$ cat config.mk
export PLATFORM = sky130hd
export DESIGN_NAME = adaptive_bitrate_level_select_flat
export DESIGN_NICKNAME = d
export VERILOG_FILES = /design/src/design/abr_pkg.sv /design/src/design/abr_in_if.sv /design/src/design/abr_out_if.sv /design/src/design/abr_cfg_if.sv /design/src/design/adaptive_bitrate_level_select.sv /design/src/design/abr_ram.sv /design/src/design/abr_ctrl.sv /design/src/design/abr_datapath.sv /design/src/flat_wrapper.sv
export SDC_FILE = /design/constraint.sdc
export NUM_CORES = 2
export LEC_CHECK = 0
export BUFFER_PORTS_ARGS = -buffer_cell sky130_fd_sc_hd__buf_2
export CORE_ASPECT_RATIO = 1.2
export CORE_MARGIN = 2
export CORE_UTILIZATION = 60
export CTS_BUF_LIST = sky130_fd_sc_hd__clkbuf_8 sky130_fd_sc_hd__clkbuf_16
export CTS_CLUSTER_SIZE = 30
export DETAILED_ROUTE_END_ITERATION = 10
export GPL_ROUTABILITY_DRIVEN = 1
export PLACE_DENSITY = 0.78
export SYNTH_ARGS = -nofsm -noshare
export SYNTH_HDL_FRONTEND = slang
export SYNTH_SLANG_ARGS = --single-unit
$ cat constraint.sdc
create_clock -name clk_i -period 18.83 [get_ports clk_i]
set_input_delay 1.883 -clock clk_i [delete_from_list [all_inputs] [get_ports clk_i]]
set_output_delay 1.883 -clock clk_i [all_outputs]
set_load 0.03 [all_outputs]
$ cat src/design/abr_pkg.sv
// ----------------------------------------------------------------------------
// abr_pkg
// Shared widths, register codes and controller/datapath bundles for the
// adaptive bitrate level selector.
// ----------------------------------------------------------------------------
package abr_pkg;

  // Field widths of the item, result and configuration channels.
  localparam int unsigned KIND_W      = 1;
  localparam int unsigned LEVEL_IDX_W = 3;
  localparam int unsigned BITRATE_W   = 32;
  localparam int unsigned RATE_W      = 32;
  localparam int unsigned DUR_W       = 32;
  localparam int unsigned LCOUNT_W    = 4;
  localparam int unsigned FACTOR_W    = 20;
  localparam int unsigned CFG_IDX_W   = 2;
  localparam int unsigned CFG_DATA_W  = 20;

  // Reset values of the configuration registers.
  localparam logic [LCOUNT_W-1:0] LEVEL_COUNT_RST = LCOUNT_W'(1);
  localparam logic [FACTOR_W-1:0] UP_FACTOR_RST   = FACTOR_W'(25000);
  localparam logic [FACTOR_W-1:0] DOUBLE_UP_RST   = FACTOR_W'(50000);
  localparam logic [FACTOR_W-1:0] DOWN_FACTOR_RST = FACTOR_W'(12500);

  // Largest table the bundles below must address.
  localparam int unsigned LEVELS_MAX = 16;
  localparam int unsigned TAG_W      = $clog2(LEVELS_MAX);
  localparam int unsigned COUNT_W    = $clog2(LEVELS_MAX + 1);

  // Multiplier sequence: three factors, two partial products each.
  localparam int unsigned MUL_STEPS = 6;
  localparam int unsigned MSTEP_W   = 3;

  typedef enum logic [CFG_IDX_W-1:0] {
    CFG_LEVEL_COUNT      = 2'd0,
    CFG_UP_FACTOR        = 2'd1,
    CFG_DOUBLE_UP_FACTOR = 2'd2,
    CFG_DOWN_FACTOR      = 2'd3
  } cfg_reg_e;

  typedef enum logic [1:0] {
    F_UP     = 2'd0,
    F_DOUBLE = 2'd1,
    F_DOWN   = 2'd2
  } fsel_e;

  typedef enum logic [1:0] {
    RD_CURRENT = 2'd0,
    RD_FIRST   = 2'd1,
    RD_WALK    = 2'd2
  } rd_sel_e;

  typedef enum logic {
    CH_ZERO  = 1'b0,
    CH_TABLE = 1'b1
  } chosen_src_e;

  // Commands from the controller to the datapath.
  typedef struct packed {
    logic               capture;
    logic               table_write;
    logic               first_take;
    logic               accum;
    logic               rd_en;
    rd_sel_e            rd_sel;
    logic [TAG_W-1:0]   walk_idx;
    logic               cur_load;
    logic               mul_issue;
    logic [MSTEP_W-1:0] mul_step;
    logic               plan;
    logic               chosen_load;
    chosen_src_e        chosen_src;
    logic               emit;
  } abr_cmd_t;

  // Status from the datapath to the controller.
  typedef struct packed {
    logic               kind;
    logic               first;
    logic               known;
    logic               window_full;
    logic               move;
    logic [COUNT_W-1:0] count;
    logic               out_free;
  } abr_sts_t;

endpackage

$ cat src/design/abr_in_if.sv
// ----------------------------------------------------------------------------
// abr_in_if
// Item channel: table writes and fragment reports.
// ----------------------------------------------------------------------------
interface abr_in_if import abr_pkg::*; ();
  logic                   valid;
  logic                   ready;
  logic [KIND_W-1:0]      kind;
  logic [LEVEL_IDX_W-1:0] level_index;
  logic [BITRATE_W-1:0]   level_bitrate;
  logic                   measurement_known;
  logic [RATE_W-1:0]      measured_rate;
  logic [DUR_W-1:0]       fragment_duration;

  modport source (
    output valid, kind, level_index, level_bitrate, measurement_known,
           measured_rate, fragment_duration,
    input  ready
  );
  modport sink (
    input  valid, kind, level_index, level_bitrate, measurement_known,
           measured_rate, fragment_duration,
    output ready
  );
endinterface

$ cat src/design/abr_out_if.sv
// ----------------------------------------------------------------------------
// abr_out_if
// Result channel: chosen bitrate, level and change flag.
// ----------------------------------------------------------------------------
interface abr_out_if import abr_pkg::*; ();
  logic                   valid;
  logic                   ready;
  logic [BITRATE_W-1:0]   chosen_bitrate;
  logic [LEVEL_IDX_W-1:0] chosen_level;
  logic                   bitrate_changed;

  modport source (
    output valid, chosen_bitrate, chosen_level, bitrate_changed,
    input  ready
  );
  modport sink (
    input  valid, chosen_bitrate, chosen_level, bitrate_changed,
    output ready
  );
endinterface

$ cat src/design/abr_cfg_if.sv
// ----------------------------------------------------------------------------
// abr_cfg_if
// Configuration write channel: register index and write data.
// ----------------------------------------------------------------------------
interface abr_cfg_if import abr_pkg::*; ();
  logic                  valid;
  logic                  ready;
  logic [CFG_IDX_W-1:0]  index;
  logic [CFG_DATA_W-1:0] data;

  modport source (output valid, index, data, input ready);
  modport sink (input valid, index, data, output ready);
endinterface

$ cat src/design/adaptive_bitrate_level_select.sv
// ----------------------------------------------------------------------------
// adaptive_bitrate_level_select
// Picks a video quality level for each fragment report from a table of level
// bitrates. Items are taken one at a time. A report that closes a window
// runs the up and down tests, then walks the table when either holds and N,
// the saturated level count, is not zero. The window decision is set by one
// shared multiplier that forms six partial products in turn, and the step by
// a walk over the level table through its single RAM read port, one entry
// per cycle. A finished result waits in an output register while the next
// item is taken. Configuration writes are always ready and take effect at
// once.
// ----------------------------------------------------------------------------
module adaptive_bitrate_level_select import abr_pkg::*; #(
  parameter int unsigned LEVELS = 8,
  parameter int unsigned WINDOW = 3
) (
  input  logic      clk_i,
  input  logic      rst_ni,
  abr_in_if.sink    in_i,
  abr_out_if.source out_o,
  abr_cfg_if.sink   cfg_i
);

  localparam int unsigned LVL_W = (LEVELS > 1) ? $clog2(LEVELS) : 1;

  abr_cmd_t             cmd;
  abr_sts_t             sts;
  logic                 in_ready;
  logic                 ram_we, ram_re;
  logic [LVL_W-1:0]     ram_waddr, ram_raddr;
  logic [BITRATE_W-1:0] ram_wdata, ram_rdata;

  assign in_i.ready  = in_ready;
  assign cfg_i.ready = 1'b1;

  // Sequencer.
  abr_ctrl u_ctrl (
    .clk_i      (clk_i),
    .rst_ni     (rst_ni),
    .in_valid_i (in_i.valid),
    .in_ready_o (in_ready),
    .sts_i      (sts),
    .cmd_o      (cmd)
  );

  // Datapath.
  abr_datapath #(
    .LEVELS (LEVELS),
    .WINDOW (WINDOW)
  ) u_datapath (
    .clk_i                  (clk_i),
    .rst_ni                 (rst_ni),
    .in_kind_i              (in_i.kind),
    .in_level_index_i       (in_i.level_index),
    .in_level_bitrate_i     (in_i.level_bitrate),
    .in_measurement_known_i (in_i.measurement_known),
    .in_measured_rate_i     (in_i.measured_rate),
    .in_fragment_duration_i (in_i.fragment_duration),
    .cfg_we_i               (cfg_i.valid),
    .cfg_index_i            (cfg_i.index),
    .cfg_data_i             (cfg_i.data),
    .cmd_i                  (cmd),
    .sts_o                  (sts),
    .ram_we_o               (ram_we),
    .ram_waddr_o            (ram_waddr),
    .ram_wdata_o            (ram_wdata),
    .ram_re_o               (ram_re),
    .ram_raddr_o            (ram_raddr),
    .ram_rdata_i            (ram_rdata),
    .out_valid_o            (out_o.valid),
    .out_ready_i            (out_o.ready),
    .out_chosen_bitrate_o   (out_o.chosen_bitrate),
    .out_chosen_level_o     (out_o.chosen_level),
    .out_bitrate_changed_o  (out_o.bitrate_changed)
  );

  // Level table.
  abr_ram #(
    .WIDTH (BITRATE_W),
    .DEPTH (LEVELS)
  ) u_table (
    .clk_i   (clk_i),
    .we_i    (ram_we),
    .waddr_i (ram_waddr),
    .wdata_i (ram_wdata),
    .re_i    (ram_re),
    .raddr_i (ram_raddr),
    .rdata_o (ram_rdata)
  );

`ifndef SYNTH
  // Only one item is in flight: ready drops after an accept.
  a_one_item: assert property (@(posedge clk_i) disable iff (!rst_ni)
    (in_i.valid && in_i.ready) |=> !in_i.ready)
    else $error("item accepted while another is in flight");

  // A result is only loaded when the output register can take it.
  a_emit_free: assert property (@(posedge clk_i) disable iff (!rst_ni)
    cmd.emit |-> sts.out_free)
    else $error("result loaded over an untaken one");

  // A loaded result is presented in the next cycle.
  a_emit_valid: assert property (@(posedge clk_i) disable iff (!rst_ni)
    cmd.emit |=> out_o.valid)
    else $error("loaded result not presented");

  // The walk never runs past the table.
  a_count_sat: assert property (@(posedge clk_i) disable iff (!rst_ni)
    sts.count <= COUNT_W'(LEVELS))
    else $error("level count not saturated");
`endif

endmodule

$ cat src/design/abr_ram.sv
// ----------------------------------------------------------------------------
// abr_ram
// Generic single write port, single read port RAM with registered read data.
// ----------------------------------------------------------------------------
module abr_ram #(
  parameter int unsigned WIDTH = 32,
  parameter int unsigned DEPTH = 8,
  localparam int unsigned AW   = (DEPTH > 1) ? $clog2(DEPTH) : 1
) (
  input  logic             clk_i,
  input  logic             we_i,
  input  logic [AW-1:0]    waddr_i,
  input  logic [WIDTH-1:0] wdata_i,
  input  logic             re_i,
  input  logic [AW-1:0]    raddr_i,
  output logic [WIDTH-1:0] rdata_o
);

  logic [WIDTH-1:0] mem_q [DEPTH];
  logic [WIDTH-1:0] rdata_q;

  // Write port.
  always_ff @(posedge clk_i) begin
    if (we_i) begin
      mem_q[waddr_i] <= wdata_i;
    end
  end

  // Registered read port.
  always_ff @(posedge clk_i) begin
    if (re_i) begin
      rdata_q <= mem_q[raddr_i];
    end
  end

  assign rdata_o = rdata_q;

endmodule

$ cat src/design/abr_ctrl.sv
// ----------------------------------------------------------------------------
// abr_ctrl
// Sequencer for the level selector: decodes each item, runs the multiplier
// sequence and the table walk, and hands the result to the output register.
// ----------------------------------------------------------------------------
module abr_ctrl import abr_pkg::*; (
  input  logic     clk_i,
  input  logic     rst_ni,
  input  logic     in_valid_i,
  output logic     in_ready_o,
  input  abr_sts_t sts_i,
  output abr_cmd_t cmd_o
);

  typedef enum logic [2:0] {
    ST_IDLE,
    ST_EVAL,
    ST_MUL,
    ST_PLAN,
    ST_WALK,
    ST_FINAL,
    ST_FETCH,
    ST_EMIT
  } state_e;

  state_e             state_q, state_d;
  logic [MSTEP_W-1:0] mstep_q, mstep_d;
  logic [COUNT_W-1:0] walk_cnt_q, walk_cnt_d;

  // Next state and commands.
  always_comb begin
    state_d    = state_q;
    mstep_d    = mstep_q;
    walk_cnt_d = walk_cnt_q;
    in_ready_o = 1'b0;
    cmd_o      = '0;
    cmd_o.rd_sel     = RD_CURRENT;
    cmd_o.chosen_src = CH_ZERO;
    cmd_o.mul_step   = mstep_q;
    cmd_o.walk_idx   = TAG_W'(walk_cnt_q);

    case (state_q)
      ST_IDLE: begin
        in_ready_o = 1'b1;
        if (in_valid_i) begin
          cmd_o.capture = 1'b1;
          state_d       = ST_EVAL;
        end
      end

      ST_EVAL: begin
        if (sts_i.kind) begin
          cmd_o.table_write = 1'b1;
          state_d           = ST_EMIT;
        end else if (sts_i.first) begin
          cmd_o.first_take = 1'b1;
          cmd_o.rd_en      = 1'b1;
          cmd_o.rd_sel     = RD_FIRST;
          state_d          = ST_FETCH;
        end else if (!sts_i.known) begin
          cmd_o.chosen_load = 1'b1;
          cmd_o.chosen_src  = CH_ZERO;
          state_d           = ST_EMIT;
        end else begin
          cmd_o.accum = 1'b1;
          if (sts_i.window_full) begin
            mstep_d = '0;
            state_d = ST_MUL;
          end else begin
            cmd_o.rd_en  = 1'b1;
            cmd_o.rd_sel = RD_CURRENT;
            state_d      = ST_FETCH;
          end
        end
      end

      // Six partial products, then a final step that folds the last one.
      ST_MUL: begin
        cmd_o.mul_issue = (mstep_q < MSTEP_W'(MUL_STEPS));
        cmd_o.rd_en     = (mstep_q == '0);
        cmd_o.rd_sel    = RD_CURRENT;
        cmd_o.cur_load  = (mstep_q == MSTEP_W'(1));
        if (mstep_q == MSTEP_W'(MUL_STEPS)) begin
          state_d = ST_PLAN;
        end else begin
          mstep_d = mstep_q + MSTEP_W'(1);
        end
      end

      ST_PLAN: begin
        cmd_o.plan = 1'b1;
        walk_cnt_d = '0;
        if (sts_i.move && (sts_i.count != '0)) begin
          state_d = ST_WALK;
        end else begin
          state_d = ST_FINAL;
        end
      end

      // One table read per cycle; the last entry is judged in the cycle after its read.
      ST_WALK: begin
        if (walk_cnt_q < sts_i.count) begin
          cmd_o.rd_en  = 1'b1;
          cmd_o.rd_sel = RD_WALK;
          walk_cnt_d   = walk_cnt_q + COUNT_W'(1);
        end else begin
          state_d = ST_FINAL;
        end
      end

      ST_FINAL: begin
        cmd_o.rd_en  = 1'b1;
        cmd_o.rd_sel = RD_CURRENT;
        state_d      = ST_FETCH;
      end

      ST_FETCH: begin
        cmd_o.chosen_load = 1'b1;
        cmd_o.chosen_src  = CH_TABLE;
        state_d           = ST_EMIT;
      end

      ST_EMIT: begin
        if (sts_i.out_free) begin
          cmd_o.emit = 1'b1;
          state_d    = ST_IDLE;
        end
      end

      default: begin
        state_d = ST_IDLE;
      end
    endcase
  end

  // State and sequence counters.
  always_ff @(posedge clk_i or negedge rst_ni) begin
    if (!rst_ni) begin
      state_q    <= ST_IDLE;
      mstep_q    <= '0;
      walk_cnt_q <= '0;
    end else begin
      state_q    <= state_d;
      mstep_q    <= mstep_d;
      walk_cnt_q <= walk_cnt_d;
    end
  end

endmodule

$ cat src/design/abr_datapath.sv
// ----------------------------------------------------------------------------
// abr_datapath
// Item registers, configuration registers, window sums, the shared
// multiplier with its comparisons, level stepping and the result register.
// ----------------------------------------------------------------------------
module abr_datapath import abr_pkg::*; #(
  parameter int unsigned LEVELS = 8,
  parameter int unsigned WINDOW = 3,
  localparam int unsigned LVL_W = (LEVELS > 1) ? $clog2(LEVELS) : 1
) (
  input  logic                   clk_i,
  input  logic                   rst_ni,
  // Item fields
  input  logic [KIND_W-1:0]      in_kind_i,
  input  logic [LEVEL_IDX_W-1:0] in_level_index_i,
  input  logic [BITRATE_W-1:0]   in_level_bitrate_i,
  input  logic                   in_measurement_known_i,
  input  logic [RATE_W-1:0]      in_measured_rate_i,
  input  logic [DUR_W-1:0]       in_fragment_duration_i,
  // Configuration writes
  input  logic                   cfg_we_i,
  input  logic [CFG_IDX_W-1:0]   cfg_index_i,
  input  logic [CFG_DATA_W-1:0]  cfg_data_i,
  // Controller
  input  abr_cmd_t               cmd_i,
  output abr_sts_t               sts_o,
  // Level table RAM
  output logic                   ram_we_o,
  output logic [LVL_W-1:0]       ram_waddr_o,
  output logic [BITRATE_W-1:0]   ram_wdata_o,
  output logic                   ram_re_o,
  output logic [LVL_W-1:0]       ram_raddr_o,
  input  logic [BITRATE_W-1:0]   ram_rdata_i,
  // Result channel
  output logic                   out_valid_o,
  input  logic                   out_ready_i,
  output logic [BITRATE_W-1:0]   out_chosen_bitrate_o,
  output logic [LEVEL_IDX_W-1:0] out_chosen_level_o,
  output logic                   out_bitrate_changed_o
);

  localparam int unsigned SUM_W  = RATE_W + $clog2(WINDOW);
  localparam int unsigned FILL_W = $clog2(WINDOW + 1);
  localparam int unsigned HALF_W = (SUM_W + 1) / 2;
  localparam int unsigned PP_W   = HALF_W + FACTOR_W;
  localparam int unsigned PROD_W = SUM_W + FACTOR_W;

  // Captured item.
  logic [KIND_W-1:0]      kind_q;
  logic [LEVEL_IDX_W-1:0] idx_q;
  logic [BITRATE_W-1:0]   wbr_q;
  logic                   known_q;
  logic [RATE_W-1:0]      rate_q;
  logic [DUR_W-1:0]       dur_q;

  // Configuration.
  logic [LCOUNT_W-1:0] level_count_q;
  logic [FACTOR_W-1:0] up_factor_q, double_up_q, down_factor_q;

  // Selector state.
  logic [LVL_W-1:0]     cur_level_q;
  logic                 first_q;
  logic [FILL_W-1:0]    fill_q;
  logic [SUM_W-1:0]     rate_sum_q, dur_sum_q;
  logic [BITRATE_W-1:0] last_q;
  logic                 last_valid_q;

  // Decision working registers.
  logic [BITRATE_W-1:0] cur_rate_q;
  logic [PP_W-1:0]      pp_q, acc_q;
  logic [MSTEP_W-1:0]   pp_tag_q;
  logic                 pp_valid_q;
  logic                 up_ok_q, double_ok_q, down_ok_q;
  logic [1:0]           need_q;
  logic                 down_mode_q, found_q;
  logic                 walk_pend_q;
  logic [LVL_W-1:0]     walk_tag_q;
  logic [BITRATE_W-1:0] chosen_q;

  // Result register.
  logic                   out_valid_q;
  logic [BITRATE_W-1:0]   out_bitrate_q;
  logic [LEVEL_IDX_W-1:0] out_level_q;
  logic                   out_changed_q;

  logic [FILL_W:0]      fill_inc;
  logic                 window_full;
  logic [COUNT_W-1:0]   count_sat;
  logic [HALF_W-1:0]    mul_a;
  logic [FACTOR_W-1:0]  mul_b;
  logic [PROD_W-1:0]    prod;
  logic                 walk_up_hit, walk_down_hit;

  // Capture the accepted item.
  always_ff @(posedge clk_i) begin
    if (cmd_i.capture) begin
      kind_q  <= in_kind_i;
      idx_q   <= in_level_index_i;
      wbr_q   <= in_level_bitrate_i;
      known_q <= in_measurement_known_i;
      rate_q  <= in_measured_rate_i;
      dur_q   <= in_fragment_duration_i;
    end
  end

  // Configuration registers.
  always_ff @(posedge clk_i or negedge rst_ni) begin
    if (!rst_ni) begin
      level_count_q <= LEVEL_COUNT_RST;
      up_factor_q   <= UP_FACTOR_RST;
      double_up_q   <= DOUBLE_UP_RST;
      down_factor_q <= DOWN_FACTOR_RST;
    end else if (cfg_we_i) begin
      case (cfg_reg_e'(cfg_index_i))
        CFG_LEVEL_COUNT:      level_count_q <= cfg_data_i[LCOUNT_W-1:0];
        CFG_UP_FACTOR:        up_factor_q   <= cfg_data_i[FACTOR_W-1:0];
        CFG_DOUBLE_UP_FACTOR: double_up_q   <= cfg_data_i[FACTOR_W-1:0];
        CFG_DOWN_FACTOR:      down_factor_q <= cfg_data_i[FACTOR_W-1:0];
        default: ;
      endcase
    end
  end

  // The valid count saturates at the table depth.
  assign count_sat = (COUNT_W'(level_count_q) > COUNT_W'(LEVELS)) ?
                     COUNT_W'(LEVELS) : COUNT_W'(level_count_q);

  assign fill_inc    = {1'b0, fill_q} + (FILL_W + 1)'(1);
  assign window_full = (fill_inc >= (FILL_W + 1)'(WINDOW));

  // Table RAM access.
  assign ram_we_o    = cmd_i.table_write && (COUNT_W'(idx_q) < COUNT_W'(LEVELS));
  assign ram_waddr_o = LVL_W'(idx_q);
  assign ram_wdata_o = wbr_q;
  assign ram_re_o    = cmd_i.rd_en;

  always_comb begin
    case (cmd_i.rd_sel)
      RD_CURRENT: ram_raddr_o = cur_level_q;
      RD_FIRST:   ram_raddr_o = '0;
      RD_WALK:    ram_raddr_o = LVL_W'(cmd_i.walk_idx);
      default:    ram_raddr_o = cur_level_q;
    endcase
  end

  // Shared multiplier operands: one half of the rate sum times one factor.
  always_comb begin
    mul_a = cmd_i.mul_step[0] ? HALF_W'(rate_sum_q[SUM_W-1:HALF_W]) :
                                rate_sum_q[HALF_W-1:0];
    case (fsel_e'(cmd_i.mul_step[2:1]))
      F_UP:     mul_b = up_factor_q;
      F_DOUBLE: mul_b = double_up_q;
      F_DOWN:   mul_b = down_factor_q;
      default:  mul_b = down_factor_q;
    endcase
  end

  // Full product from the high partial product and the held low one.
  assign prod = (PROD_W'(pp_q) << HALF_W) + PROD_W'(acc_q);

  // Table walk hits for the entry read in the previous cycle.
  assign walk_up_hit   = walk_pend_q && (need_q != 2'd0) && (ram_rdata_i > cur_rate_q);
  assign walk_down_hit = walk_pend_q && down_mode_q && !found_q &&
                         (ram_rdata_i < cur_rate_q);

  // Payload registers of the decision.
  always_ff @(posedge clk_i) begin
    if (cmd_i.mul_issue) begin
      pp_q     <= PP_W'(mul_a) * PP_W'(mul_b);
      pp_tag_q <= cmd_i.mul_step;
    end
    if (pp_valid_q && !pp_tag_q[0]) begin
      acc_q <= pp_q;
    end
    if (cmd_i.cur_load) begin
      cur_rate_q <= ram_rdata_i;
    end
    if (cmd_i.rd_en) begin
      walk_tag_q <= LVL_W'(cmd_i.walk_idx);
    end
    if (cmd_i.chosen_load) begin
      chosen_q <= (cmd_i.chosen_src == CH_TABLE) ? ram_rdata_i : '0;
    end
  end

  // Comparison flags, filled as each full product completes.
  always_ff @(posedge clk_i or negedge rst_ni) begin
    if (!rst_ni) begin
      pp_valid_q  <= 1'b0;
      up_ok_q     <= 1'b0;
      double_ok_q <= 1'b0;
      down_ok_q   <= 1'b0;
    end else begin
      pp_valid_q <= cmd_i.mul_issue;
      if (pp_valid_q && pp_tag_q[0]) begin
        case (fsel_e'(pp_tag_q[2:1]))
          F_UP:     up_ok_q     <= (prod <= PROD_W'(dur_sum_q));
          F_DOUBLE: double_ok_q <= (prod <= PROD_W'(dur_sum_q));
          F_DOWN:   down_ok_q   <= (prod >= PROD_W'(dur_sum_q));
          default: ;
        endcase
      end
    end
  end

  // Selector state: level, window and walk control.
  always_ff @(posedge clk_i or negedge rst_ni) begin
    if (!rst_ni) begin
      cur_level_q <= '0;
      first_q     <= 1'b1;
      fill_q      <= '0;
      rate_sum_q  <= '0;
      dur_sum_q   <= '0;
      need_q      <= 2'd0;
      down_mode_q <= 1'b0;
      found_q     <= 1'b0;
      walk_pend_q <= 1'b0;
    end else begin
      walk_pend_q <= cmd_i.rd_en && (cmd_i.rd_sel == RD_WALK);

      if (cmd_i.first_take) begin
        cur_level_q <= '0;
        first_q     <= 1'b0;
      end

      if (cmd_i.accum) begin
        rate_sum_q <= rate_sum_q + SUM_W'(rate_q);
        dur_sum_q  <= dur_sum_q + SUM_W'(dur_q);
        fill_q     <= window_full ? '0 : FILL_W'(fill_inc);
      end

      // Window closes: fix the walk mode and restart the sums.
      if (cmd_i.plan) begin
        need_q      <= up_ok_q ? (double_ok_q ? 2'd2 : 2'd1) : 2'd0;
        down_mode_q <= !up_ok_q && down_ok_q;
        found_q     <= 1'b0;
        rate_sum_q  <= '0;
        dur_sum_q   <= '0;
      end

      if (walk_up_hit) begin
        need_q      <= need_q - 2'd1;
        cur_level_q <= walk_tag_q;
      end else if (walk_down_hit) begin
        found_q     <= 1'b1;
        cur_level_q <= walk_tag_q;
      end
    end
  end

  // Result register and last reported bitrate.
  always_ff @(posedge clk_i or negedge rst_ni) begin
    if (!rst_ni) begin
      out_valid_q  <= 1'b0;
      last_q       <= '0;
      last_valid_q <= 1'b0;
    end else begin
      if (cmd_i.emit) begin
        out_valid_q <= 1'b1;
        if (kind_q == KIND_W'(0)) begin
          last_q       <= chosen_q;
          last_valid_q <= 1'b1;
        end
      end else if (out_ready_i) begin
        out_valid_q <= 1'b0;
      end
    end
  end

  always_ff @(posedge clk_i) begin
    if (cmd_i.emit) begin
      out_bitrate_q <= (kind_q == KIND_W'(0)) ? chosen_q : '0;
      out_level_q   <= LEVEL_IDX_W'(cur_level_q);
      out_changed_q <= (kind_q == KIND_W'(0)) && (!last_valid_q || (last_q != chosen_q));
    end
  end

  assign out_valid_o           = out_valid_q;
  assign out_chosen_bitrate_o  = out_bitrate_q;
  assign out_chosen_level_o    = out_level_q;
  assign out_bitrate_changed_o = out_changed_q;

  // Status to the controller.
  always_comb begin
    sts_o             = '0;
    sts_o.kind        = (kind_q != KIND_W'(0));
    sts_o.first       = first_q;
    sts_o.known       = known_q;
    sts_o.window_full = window_full;
    sts_o.move        = up_ok_q || down_ok_q;
    sts_o.count       = count_sat;
    sts_o.out_free    = !out_valid_q || out_ready_i;
  end

endmodule

$ cat src/flat_wrapper.sv
// flat-port wrapper written by rule: the top's interface ports become plain ports
module adaptive_bitrate_level_select_flat import abr_pkg::*;
#(
  parameter int unsigned LEVELS = 8,
  parameter int unsigned WINDOW = 3
)
  (clk_i, rst_ni, in_i_valid, in_i_kind, in_i_level_index, in_i_level_bitrate, in_i_measurement_known, in_i_measured_rate, in_i_fragment_duration, in_i_ready, out_o_valid, out_o_chosen_bitrate, out_o_chosen_level, out_o_bitrate_changed, out_o_ready, cfg_i_valid, cfg_i_index, cfg_i_data, cfg_i_ready);
  abr_in_if in_i_i ();
  abr_out_if out_o_i ();
  abr_cfg_if cfg_i_i ();
  input  logic clk_i;
  input  logic rst_ni;
  input wire logic [$bits(in_i_i.valid)-1:0] in_i_valid;
  input wire logic [$bits(in_i_i.kind)-1:0] in_i_kind;
  input wire logic [$bits(in_i_i.level_index)-1:0] in_i_level_index;
  input wire logic [$bits(in_i_i.level_bitrate)-1:0] in_i_level_bitrate;
  input wire logic [$bits(in_i_i.measurement_known)-1:0] in_i_measurement_known;
  input wire logic [$bits(in_i_i.measured_rate)-1:0] in_i_measured_rate;
  input wire logic [$bits(in_i_i.fragment_duration)-1:0] in_i_fragment_duration;
  output wire logic [$bits(in_i_i.ready)-1:0] in_i_ready;
  output wire logic [$bits(out_o_i.valid)-1:0] out_o_valid;
  output wire logic [$bits(out_o_i.chosen_bitrate)-1:0] out_o_chosen_bitrate;
  output wire logic [$bits(out_o_i.chosen_level)-1:0] out_o_chosen_level;
  output wire logic [$bits(out_o_i.bitrate_changed)-1:0] out_o_bitrate_changed;
  input wire logic [$bits(out_o_i.ready)-1:0] out_o_ready;
  input wire logic [$bits(cfg_i_i.valid)-1:0] cfg_i_valid;
  input wire logic [$bits(cfg_i_i.index)-1:0] cfg_i_index;
  input wire logic [$bits(cfg_i_i.data)-1:0] cfg_i_data;
  output wire logic [$bits(cfg_i_i.ready)-1:0] cfg_i_ready;
  assign in_i_i.valid = in_i_valid;
  assign in_i_i.kind = in_i_kind;
  assign in_i_i.level_index = in_i_level_index;
  assign in_i_i.level_bitrate = in_i_level_bitrate;
  assign in_i_i.measurement_known = in_i_measurement_known;
  assign in_i_i.measured_rate = in_i_measured_rate;
  assign in_i_i.fragment_duration = in_i_fragment_duration;
  assign in_i_ready = in_i_i.ready;
  assign out_o_valid = out_o_i.valid;
  assign out_o_chosen_bitrate = out_o_i.chosen_bitrate;
  assign out_o_chosen_level = out_o_i.chosen_level;
  assign out_o_bitrate_changed = out_o_i.bitrate_changed;
  assign out_o_i.ready = out_o_ready;
  assign cfg_i_i.valid = cfg_i_valid;
  assign cfg_i_i.index = cfg_i_index;
  assign cfg_i_i.data = cfg_i_data;
  assign cfg_i_ready = cfg_i_i.ready;
  adaptive_bitrate_level_select #(.LEVELS(LEVELS), .WINDOW(WINDOW)) u_core (.clk_i(clk_i), .rst_ni(rst_ni), .in_i(in_i_i), .out_o(out_o_i), .cfg_i(cfg_i_i));
endmodule
==> reports/metrics.yaml <==
critical_path:
  worst-path-max-fanout: 23
  startpoint_type: "register"
  r2r_cells: 21
  cp_slowest_stage_delay_ns: 1.01
  r2r-end: "u_core.u_datapath.pp_q[28]"
  cp.arrival_ns: 8.39
  critical_path_required_ns: 19.30
  crit_top_cell: "fa_1"
  criticalPathCategory: "register to register"
  endpoint_kind: "register"
  timing.rr.start: "u_core.u_ctrl.mstep_q[1]"
  cp_cell_sequence: "buf_4 > mux2i_1 > o21ai_1 > nand2_1 > fa_1 > inv_1 > fa_1 > fa_1 > fa_1 > fa_1 > inv_1 > fa_1 > inv_1 > ha_1 > nand4_1 > o31ai_1 > nor3_1 > nor2_1 > a31oi_1 > or4b_2 > o2111ai_1"
  slowest_stage: "o21ai_1"
  reg2reg_slack_ns: 10.91
final_layout:
  final_cell_mix: "604 x nand2_1, 569 x edfxtp_1, 465 x inv_1"
  syn2layout_area_growth_pct: 10.1
  drive_above_1_share: 0.116
  final_common_cell: "nand2_1"
  nNetsFinal: 4907
  nFillCells: 5484
  regArea_um2: 21900
  multi_input_comb_area_um2: 21300
  final_cells: 5318
synth:
  ys.flop_type: "edfxtp_1"
  synthesis.area_um2: 45400
  syn_inst: 4091
  synth_warnings: 0
  synth-seq-cells: 761
  synth-async-reset-ratio: 0.252
  ys_types: 79
  netlist.area_leader.share: 0.377
  avgSynthCellArea_um2: 11.1
  synth-edff-count: 569
  synth_top_cell_by_area: "edfxtp_1"
  ys_seq_area_frac: 0.483
  synth_fp_nets: 4762
  synth_area_leaders: "edfxtp_1 38%, fa_1 12%, dfrtp_1 9.5%"
floorplan:
  start_util: 0.605
  die_y_um: 305
  rows: 110
  coreArea_um2: 75000
  io_pins: 167
  die_area_um2: 77800
  die_w_um: 255
detailed_routing:
  ant_nets: 0
  dr.pass1.iters: 7
  wl_mm: 112
  drt-initial-drc-count: 2801
  vias: 31100
  post_drt_wl_per_cell_um: 21.0
  via_per_inst: 5.85
  drcViolationCount: 0
grt:
  grt_util_met1: 0.367
  antenna_found_initial: 19
  grt_pass1_wl_mm: 174
  grt.total_usage: 0.293
  grt.busiest_layer: "met2"
  use_met3: 0.0583
  gr-total-overflow: 0
  grtUsageMet2: 0.492
  grt_pass1_vias: 31500
  grt_max_degree: 97
timing:
  worstMarginPinSlew_ns: 1.29
  slew_headroom: 0.134
  fin_crit_sh: 0.421
  fin_crit_ns: 7.92
  slew_violations: 0
  finalClockSkew_ns: 0.0282
  hold_viol: 0
  finalSetupViolations: 0
  setup_tns_ns: 0
  holdWs_ns: 0.470
  fmax_ghz: 0.126
  rsz0062_at_grt: "no"
power:
  vdd_drop_max_v: 0.000159
  leakage_uw: 0.0217
  power_density_nw_per_um2: 185
clocking:
  cts_tree: "done"
  clockBufferDepth: 3
  root_buffer: "clkbuf_16"
  cts.htree.levels: 3
  path_clk_slew_ns: 0.06
  clock_latency_ns: 0.64
  post_cts_buffers: 0
  ctsHoldBuffers: 0
  cts_resized: 0
  numCtsBuffers: 77
  cts_sinks: 761
hold_path:
  hp-start: "u_core.u_datapath.last_valid_q"
  min_path_cells: 1
  min_to: "u_core.u_datapath.last_valid_q"
  hold_class: "register to register"
run_status:
  status: "completed"
place:
  gp_congestion: 0.956
  dp_cells: 5165
  dp.final_hpwl_mm: 79.7
  place.port_buffers: 165
job:
  max_cap_violations: 0
synth_stat cells (9+ instances only):
cell and number:
nand2_1 604, edfxtp_1 569, inv_1 447, fa_1 272
ha_1 271, nand3_1 247, nor2_1 247, dfrtp_1 172
o21ai_0 164, clkbuf_1 127, a21oi_1 121, mux2_2 109
xnor2_1 92, a21o_1 81, nor2b_1 48, mux2i_1 45
and2_1 43, xor2_1 41, nand4_1 40, o21a_1 36
nor3_1 29, o31ai_1 24, buf_1 21, dfstp_2 20
and3_1 18, o21bai_1 17, nand2b_1 15, a31oi_1 13
o21ai_1 11, or3_1 11, a21boi_0 10, or2_2 10
nor4_1 9
metal layers:
| layer | wire (µm) | vias up |
|---|---|---|
| li1 | - | 14300 |
| met4 | 5300 | 26 |
| met2 | 55100 | 1330 |
| met5 | 181 | - |
| met1 | 41800 | 15100 |
| met3 | 9280 | 338 |
through the flow:
stage	total power, µW	util	cell area [µm²]	setup slack (ns)
after floorplan	6220	-	45400	11.48
after global placement	7520	0.632	47400	11.17
after global routing	9960	0.666	49900	10.46
after detailed placement	7650	0.632	47400	10.97
final	9250	0.666	50000	10.91
after CTS	9220	0.666	49900	10.96
how the worst max path moves through the flow:
stage / start / endpoint / slack [ns]
after floorplan: u_core.u_ctrl.mstep_q[0] / u_core.u_datapath.pp_q[27] / 11.48
after global placement: u_core.u_ctrl.mstep_q[1] / u_core.u_datapath.pp_q[28] / 11.17
after detailed placement: u_core.u_ctrl.mstep_q[1] / u_core.u_datapath.pp_q[28] / 10.97
after CTS: u_core.u_ctrl.mstep_q[1] / u_core.u_datapath.pp_q[28] / 10.96
after global routing: u_core.u_ctrl.mstep_q[1] / u_core.u_datapath.pp_q[28] / 10.46
final: u_core.u_ctrl.mstep_q[1] / u_core.u_datapath.pp_q[28] / 10.91
worst max-delay path, delay by kind of cell, from the launching register on:
family / cells / cell delay [ns]
DFF: 1 / 0.39
AOI/OAI and AO/OA: 4 / 1.70
muxes: 1 / 0.17
and+or+nand+nor: 5 / 1.33
buffers and inverters: 4 / 0.56
adders and majority gates: 7 / 3.54
cell type report:
cell class | count | area share
inverter | 447 | 0.0336
clock inverter | 59 | 0.0102
timing repair buffer | 216 | 0.0244
tap | 1008 | 0.0252
antenna | 10 | 0.000501
sequential | 761 | 0.439
multi-input combinational | 2733 | 0.427
clock buffer | 84 | 0.0405
logic make-up after synthesis:
kind of cell / synth area share
other: 0.0000826
buffers and inverters: 0.0495
DFF: 0.483
and+or+nand+nor: 0.133
adders and majority gates: 0.195
AOI/OAI and AO/OA: 0.0770
xor gates and xnor gates: 0.0257
muxes: 0.0373
where the power goes:
group	switching (µW)	internal [µW]	total, µW
logic	3170	1910	5070
registers	325	2330	2660
clock network	658	866	1520
registers in the layout, indices dropped and copies added (netlist names), 34 cells and up:
register,cells
u_core.u_table.mem_q,256
u_core.u_datapath.acc_q,37
u_core.u_datapath.pp_q,37
u_core.u_datapath.dur_sum_q,34
u_core.u_datapath.rate_sum_q,34
(Power assumes the default switching activity.)
